$ cat config.mk
export PLATFORM = sky130hd
export DESIGN_NAME = lzrt_ctrl
export DESIGN_NICKNAME = d
export VERILOG_FILES = /design/src/sv/lzrt_pkg.sv /design/src/sv/lzrt_ctrl.sv
export SDC_FILE = /design/constraint.sdc
export NUM_CORES = 1
export LEC_CHECK = 0
export ABC_AREA = 1
export CAP_MARGIN = 0
export CORE_AREA = 2 2 39 41
export CTS_CLUSTER_DIAMETER = 120
export CTS_CLUSTER_SIZE = 40
export DETAILED_ROUTE_END_ITERATION = 10
export DIE_AREA = 0 0 41 43
export DONT_BUFFER_PORTS = 1
export PLACE_DENSITY = 0.75
export SLEW_MARGIN = 10
export SYNTH_ARGS = -nofsm -noshare
export SYNTH_HDL_FRONTEND = slang
export SYNTH_SLANG_ARGS = --single-unit
$ cat constraint.sdc
create_clock -name clk -period 1.8 [get_ports clk]
set_input_delay 0 -clock clk [delete_from_list [all_inputs] [get_ports clk]]
set_output_delay 0 -clock clk [all_outputs]
set_load 0.02 [all_outputs]
$ cat src/sv/lzrt_pkg.sv
// lzrt_pkg: types, constants and the node merge for the longest zero run range tree
// depends on nothing; imported by every module of the block
`timescale 1ns / 1ps
package lzrt_pkg;

  localparam int NUM_POSITIONS = 1024;
  localparam int IDX_W  = $clog2(NUM_POSITIONS);          // position index
  localparam int CNT_W  = $clog2(NUM_POSITIONS) + 1;      // run lengths
  localparam int NODE_W = $clog2(2 * NUM_POSITIONS);      // tree node address
  localparam int PTR_W  = NODE_W + 1;                     // range bounds, may reach 2*N
  localparam int TREE_NODES = 2 * NUM_POSITIONS;

  localparam logic KIND_QUERY  = 1'b0;
  localparam logic KIND_UPDATE = 1'b1;

  typedef struct packed {
    logic               kind;
    logic [9:0]         start_index;
    logic [10:0]        end_index;
    logic signed [31:0] update_value;
  } in_item_t;

  typedef struct packed {
    logic [10:0] longest_zeros;
    logic        range_empty;
  } out_item_t;

  typedef struct packed {
    logic [CNT_W-1:0] pre;
    logic [CNT_W-1:0] suf;
    logic [CNT_W-1:0] best;
    logic             all;
  } node_t;

  localparam node_t NODE_EMPTY = '{pre: '0, suf: '0, best: '0, all: 1'b1};
  localparam node_t NODE_ONE   = '{pre: CNT_W'(1), suf: CNT_W'(1), best: CNT_W'(1), all: 1'b1};
  localparam node_t NODE_NONE  = '{pre: '0, suf: '0, best: '0, all: 1'b0};

  typedef enum logic [1:0] {
    RD_LO    = 2'd0,
    RD_HI    = 2'd1,
    RD_LEFT  = 2'd2,
    RD_RIGHT = 2'd3
  } rd_src_t;

  typedef struct packed {
    logic    load;       // capture an accepted item
    logic    wr_leaf;    // write the leaf of an accepted update
    logic    rd_en;
    rd_src_t rd_src;
    logic    cap_a;      // hold the left child
    logic    wr_merge;   // write the recombined node, step up
    logic    mrg_left;
    logic    inc_lo;
    logic    dec_hi;
    logic    mrg_right;
    logic    shift;
    logic    clr_wr;
    logic    emit;
  } cmd_t;

  typedef struct packed {
    logic lo_lt_hi;
    logic lo_odd;
    logic hi_odd;
    logic p_root;
    logic clr_last;
    logic in_empty;
  } stat_t;

  function automatic node_t merge(input node_t a, input node_t b);
    node_t            z;
    logic [CNT_W-1:0] mid;
    mid    = a.suf + b.pre;
    z.pre  = a.all ? a.pre + b.pre : a.pre;
    z.suf  = b.all ? b.suf + a.suf : b.suf;
    z.best = (a.best > b.best) ? a.best : b.best;
    if (mid > z.best) begin
      z.best = mid;
    end
    z.all  = a.all & b.all;
    return z;
  endfunction

endpackage

$ cat src/sv/lzrt_ctrl.sv
// lzrt_ctrl: sequencer for clearing, updates and range queries
// depends on lzrt_pkg; drives lzrt_dpath through command and status structs
`timescale 1ns / 1ps
module lzrt_ctrl (
  input  logic           clk,
  input  logic           rst_n,
  input  logic           start,
  input  logic           kind,
  input  lzrt_pkg::stat_t stat,
  output lzrt_pkg::cmd_t  cmd,
  output logic           busy
);
  import lzrt_pkg::*;

  typedef enum logic [10:0] {
    S_CLEAR = 11'b000_0000_0001,
    S_IDLE  = 11'b000_0000_0010,
    S_UPL   = 11'b000_0000_0100,
    S_UPR   = 11'b000_0000_1000,
    S_UPM   = 11'b000_0001_0000,
    S_QLO   = 11'b000_0010_0000,
    S_QLOM  = 11'b000_0100_0000,
    S_QHI   = 11'b000_1000_0000,
    S_QHIM  = 11'b001_0000_0000,
    S_QSH   = 11'b010_0000_0000,
    S_QFIN  = 11'b100_0000_0000
  } state_t;

  state_t state_r, state_nxt;

  always_ff @(posedge clk) begin
    if (!rst_n) begin
      state_r <= S_CLEAR;
    end else begin
      state_r <= state_nxt;
    end
  end

  assign busy = (state_r != S_IDLE);

  always_comb begin
    state_nxt = state_r;
    cmd       = '0;
    cmd.rd_src = RD_LO;
    case (state_r)
      S_CLEAR: begin
        cmd.clr_wr = 1'b1;
        if (stat.clr_last) begin
          state_nxt = S_IDLE;
        end
      end
      S_IDLE: begin
        if (start) begin
          cmd.load = 1'b1;
          if (kind == KIND_UPDATE) begin
            cmd.wr_leaf = 1'b1;
            state_nxt   = S_UPL;
          end else if (stat.in_empty) begin
            state_nxt = S_QFIN;
          end else begin
            state_nxt = S_QLO;
          end
        end
      end
      S_UPL: begin
        cmd.rd_en  = 1'b1;
        cmd.rd_src = RD_LEFT;
        state_nxt  = S_UPR;
      end
      S_UPR: begin
        cmd.rd_en  = 1'b1;
        cmd.rd_src = RD_RIGHT;
        cmd.cap_a  = 1'b1;
        state_nxt  = S_UPM;
      end
      S_UPM: begin
        cmd.wr_merge = 1'b1;
        state_nxt    = stat.p_root ? S_IDLE : S_UPL;
      end
      S_QLO: begin
        if (!stat.lo_lt_hi) begin
          state_nxt = S_QFIN;
        end else if (stat.lo_odd) begin
          cmd.rd_en  = 1'b1;
          cmd.rd_src = RD_LO;
          state_nxt  = S_QLOM;
        end else begin
          state_nxt = S_QHI;
        end
      end
      S_QLOM: begin
        cmd.mrg_left = 1'b1;
        cmd.inc_lo   = 1'b1;
        state_nxt    = S_QHI;
      end
      S_QHI: begin
        if (stat.hi_odd) begin
          cmd.rd_en  = 1'b1;
          cmd.rd_src = RD_HI;
          cmd.dec_hi = 1'b1;
          state_nxt  = S_QHIM;
        end else begin
          state_nxt = S_QSH;
        end
      end
      S_QHIM: begin
        cmd.mrg_right = 1'b1;
        state_nxt     = S_QSH;
      end
      S_QSH: begin
        cmd.shift = 1'b1;
        state_nxt = S_QLO;
      end
      S_QFIN: begin
        cmd.emit  = 1'b1;
        state_nxt = S_IDLE;
      end
      default: begin
        state_nxt = S_CLEAR;
      end
    endcase
  end

endmodule

# Word-level counts from Yosys, hierarchy flattened
# Index checks and enable logic that the tools add are counted.
[totals]
ff_bits = 11
in_bits = 10
out_inout_bits = 15
elab_cells = 41
[op_classes]
eq_ne = 14
muxes = 25
n_reduce_logical = 1
[ops]
columns = ["op", "count"]
rows = [
  ["$pmux W11 S11", 1],
  ["$mux W11", 5],
  ["$mux W3", 4],
  ["$pmux W3 S4", 1],
  ["$eq A11 B1 Y1 const B", 1],
  ["$eq A11 B10 Y1 const B", 1],
  ["$eq A11 B11 Y1 const B", 1],
  ["$eq A11 B2 Y1 const B", 1],
  ["$eq A11 B3 Y1 const B", 1],
  ["$eq A11 B4 Y1 const B", 1],
  ["$eq A11 B5 Y1 const B", 1],
  ["$eq A11 B6 Y1 const B", 1],
  ["$eq A11 B7 Y1 const B", 1],
  ["$eq A11 B8 Y1 const B", 1],
  ["$eq A11 B9 Y1 const B", 1],
  ["$ne A11 B2 Y1 const B", 1],
  ["$mux W10", 1],
  ["$mux W1", 9],
  ["$mux W8", 1],
  ["$mux W2", 3],
  ["$ne A2 B2 Y1 const B", 2],
  ["$reduce_and A2 Y1", 1],
]

# Longest topological paths before layout
[logic_depth]
ltp_word = 4
mapped_depth = 9
ltp_nobuf = 9

# Worst setup path before layout
# No wires, ideal clock.
[synth_path]
path_type = "register to output"
startpoint = "register state_r[10]"
endpoint = "output cmd[12] (netlist name)"
t_arrival_ps = 1358
t_required_ps = 1800
slack_ps = 442
stages_incl_launch_ff = 6
n_path_buf = 0
cell_sequence = "dfxtp_1 > nor2_1 > nand2_2 > nor2_8 > nand2_2 > nor3_1"
[synth_rtl]
columns = ["element", "line_no", "source"]
rows = [
  ["from (decl)", "lzrt_ctrl.sv:29", "state_t state_r, state_nxt;"],
  ["from (signal assigned)", "lzrt_ctrl.sv:35", "state_r <= state_nxt;"],
  ["to (decl)", "lzrt_ctrl.sv:10", "output lzrt_pkg::cmd_t cmd,"],
]

==> results.yml <==
status:
  outcome: "finished, final reports clean"
timing:
  final.setup.tns_ns: 0
  worst_slew_pin_slew_ns: 0.368
  max_freq_ghz: 0.626
  fin_crit_ns: 1.60
  relSlewSlack_pct: 75.4
  setup_repair_after_global_routing_missed_its_margin: "no"
  final.setup_skew_ns: 0.00215
  report.final.slew_viol_count: 0
  setup_viol: 0
  final_critical_path_setup_slack_ns: 0.202
  post-route-period-util_pct: 88.8
  timing.final.hold_violations: 0
placed_design:
  postPlaceCellArea_um2: 791
  dp_worst_setup_slack_ns: 0.412
  place_congestion: 0.854
  portBuffers: 0
  dp.cells: 147
  detailed_place_hpwl_mm: 1.46
cells_and_area:
  final_non_filler_cell_area_um2: 868
  fill_cells: 136
  num_antenna_cells: 0
  area_growth_pct: 13.8
  reg_top3: "state_r: 11 flops"
  post_route_cells_drive_above_1_share_pct: 12.9
  fin_nets: 151
  instances_no_fill: 156
  largest-register: "state_r"
  largest_register_ffs: 11
grt:
  groute.usage.overall_pct: 23.8
  vias_in_the_first_global_route: 720
  grt_overflow: 0
  grt_antenna_before_repair: 0
  largest_net_degree_at_the_start_of_global_routing: 11
  global_route_wire_length_before_repair_mm: 2.90
worst_setup_path:
  crit-reg2reg-capture: "state_r[1]"
  crit_path_top_delay_cell: "sky130_fd_sc_hd__dfxtp_1"
  critical_path_arrival_ns: 1.60
  list_of_cells_traversed_by_the_critical_path: "inv_1 > nand2_1 > nor3_2 > nand2_2 > nor3_1 > buf_4"
  worst_reg2reg_setup_slack_ns: 0.40
  critical_path_launch_point_type: "register"
  path_class: "reg2out"
  cp_capture_type: "output port"
  timing.reg2reg.worst_path_depth: 9
  crit-reg2reg-launch: "state_r[10]"
  worst_path_largest_cell_delay_ns: 0.31
  timing.critical_path.required_ns: 1.80
  critical_path_fanouts_max: 5
cts:
  tritoncts_num_sinks: 11
  cts-root-to-sink-buffers: 2
  cts.htree.levels: 1
  clock_insertion_delay_worst_skew_ns: 0.27
  cts_tree: "built"
  cts_root_buffer: "sky130_fd_sc_hd__clkbuf_4"
  postCtsResizedCells: 0
  clk_pin_slew_worst_paths_ns: 0.08
  cts-buffers-inserted: 3
synth:
  synth_top_cells_by_area: "sky130_fd_sc_hd__dfxtp_1 (29%), sky130_fd_sc_hd__nand2_1 (16%), sky130_fd_sc_hd__nor2_1 (14%)"
  netlist.area_leader.share_pct: 28.9
  syn-cell-area_um2: 763
  synth-warning-count: 0
  synth.distinct_cells: 18
  synth_fp_nets: 140
  avg_synthesized_cell_area_um2: 5.87
  ys_ff_latch: 11
  sequential_area_share_after_synthesis_pct: 28.9
  yosysTopAreaCell: "sky130_fd_sc_hd__dfxtp_1"
  mapped_cells: 130
hold_path:
  hold_wc_startpoint: "stat[5]"
  hold_class: "in2reg"
  timing.hold.worst_endpoint: "state_r[7]"
  hold-path-cell-count: 4
floorplan:
  core_area_mm2: 0.00138
  die_width_um: 41
  initial_core_util_pct: 55.2
  y_dimension_of_the_die_um: 43
  placement_rows: 14
  ioPinCount: 25
  design.die.area_mm2: 0.00176
drt:
  antenna_left: 0
  drtIter0Drc: 22
  drc_errors: 0
  routed_via_density: 5.10
  postRouteWirelength_mm: 1.76
  detailedRoute.firstPassIterationCount: 5
  route.detailed.wl_per_inst_um: 11.3
  vias: 796
power_and_ir_drop:
  total_leakage_power_nw: 0.515
  vdd_ir_drop_max_mv: 0.654
  power_density_mw_per_mm2: 1230
run:
  cap_violations: 0
## logic make-up after synthesis
family	synth area share, %
simple gates	54.3
buf+inv	14.3
compound gates	2.62
flops	28.9
## cells in the mapped netlist
cell	number
sky130_fd_sc_hd__nand4_1	3
sky130_fd_sc_hd__buf_4	1
sky130_fd_sc_hd__nor2_4	1
sky130_fd_sc_hd__nand3b_2	1
sky130_fd_sc_hd__nor3_1	8
sky130_fd_sc_hd__inv_2	1
sky130_fd_sc_hd__nand2_2	5
sky130_fd_sc_hd__nand2_1	32
sky130_fd_sc_hd__nor2_1	28
sky130_fd_sc_hd__nand2_4	1
sky130_fd_sc_hd__nor2_8	1
sky130_fd_sc_hd__nand3_1	5
sky130_fd_sc_hd__o21ai_0	3
sky130_fd_sc_hd__nand3_2	1
sky130_fd_sc_hd__o21ai_1	1
sky130_fd_sc_hd__dfxtp_1	11
sky130_fd_sc_hd__nor3_2	1
sky130_fd_sc_hd__inv_1	26
## cell type report
cell class / instances / area, um^2 / share of cell area [%]
Clock buffer: 3 / 22.5 / 2.59
Clock inverter: 1 / 5.00 / 0.576
Inverter: 27 / 101 / 11.7
Multi-Input combinational cell: 91 / 434 / 50.0
Sequential cell: 11 / 220 / 25.4
Tap cell: 16 / 20.0 / 2.31
Timing Repair Buffer: 7 / 65.1 / 7.49
## worst max path at each step
stage / start / to / slack [ns]
after floorplan: state_r[10] / cmd[12] / 0.44
after global placement: state_r[10] / state_r[1] / 0.44
after detailed placement: state_r[10] / state_r[1] / 0.41
after CTS: state_r[3] / cmd[12] / 0.19
after global routing: state_r[2] / cmd[12] / 0.08
final: state_r[3] / cmd[12] / 0.20
## layer usage
layer | share of wire, % | up-vias | global-route usage [%]
met2 | 50 | 33 | 40.6
met3 | 7.2 | 2 | 5.76
li1 | - | 408 | -
met5 | 0 | - | 0
met1 | 42 | 353 | 28.1
met4 | 0.80 | 0 | 6.00
## layout by cell type (no fill, tap or decap), types with 2 or more instances in the layout
cell                            count
sky130_fd_sc_hd__inv_1             26
sky130_fd_sc_hd__nand4_1            3
sky130_fd_sc_hd__o21ai_0            3
sky130_fd_sc_hd__nor3_1             8
sky130_fd_sc_hd__nand2_2            5
sky130_fd_sc_hd__clkbuf_4           3
sky130_fd_sc_hd__nand2_1           32
sky130_fd_sc_hd__dlygate4sd3_1      5
sky130_fd_sc_hd__nor2_1            28
sky130_fd_sc_hd__dfxtp_1           11
sky130_fd_sc_hd__buf_4              2
sky130_fd_sc_hd__nand3_1            5
## repair_timing
item	4_1_cts	5_1_grt
setup buffers	0	0
endpoints found under the hold margin	11	0
hold buffers	5	0
## power breakdown
part,internal [W],switching (W)
Clock,0.0000821,0.0000905
Sequential,0.000288,0.0000379
Combinational,0.000176,0.000391
Total,0.000546,0.000519
## critical path: cells and delay by family (launching register included)
kind                   cells  cell delay [ns]
AND/OR/NAND/NOR            4             0.75
flip-flops                 1             0.31
buffers and inverters      2             0.27
## metrics by stage
stage / util, % / hold WS, ns / power (W)
after floorplan: - / 0.129 / 0.000799
after global placement: 57.1 / 0.144 / 0.000879
after detailed placement: 57.1 / 0.157 / 0.000887
after CTS: 62.7 / 0.00925 / 0.00107
after global routing: 62.7 / 0.0549 / 0.00116
final: 62.7 / 0.0195 / 0.00107
Power figures use the tool's default switching activity.
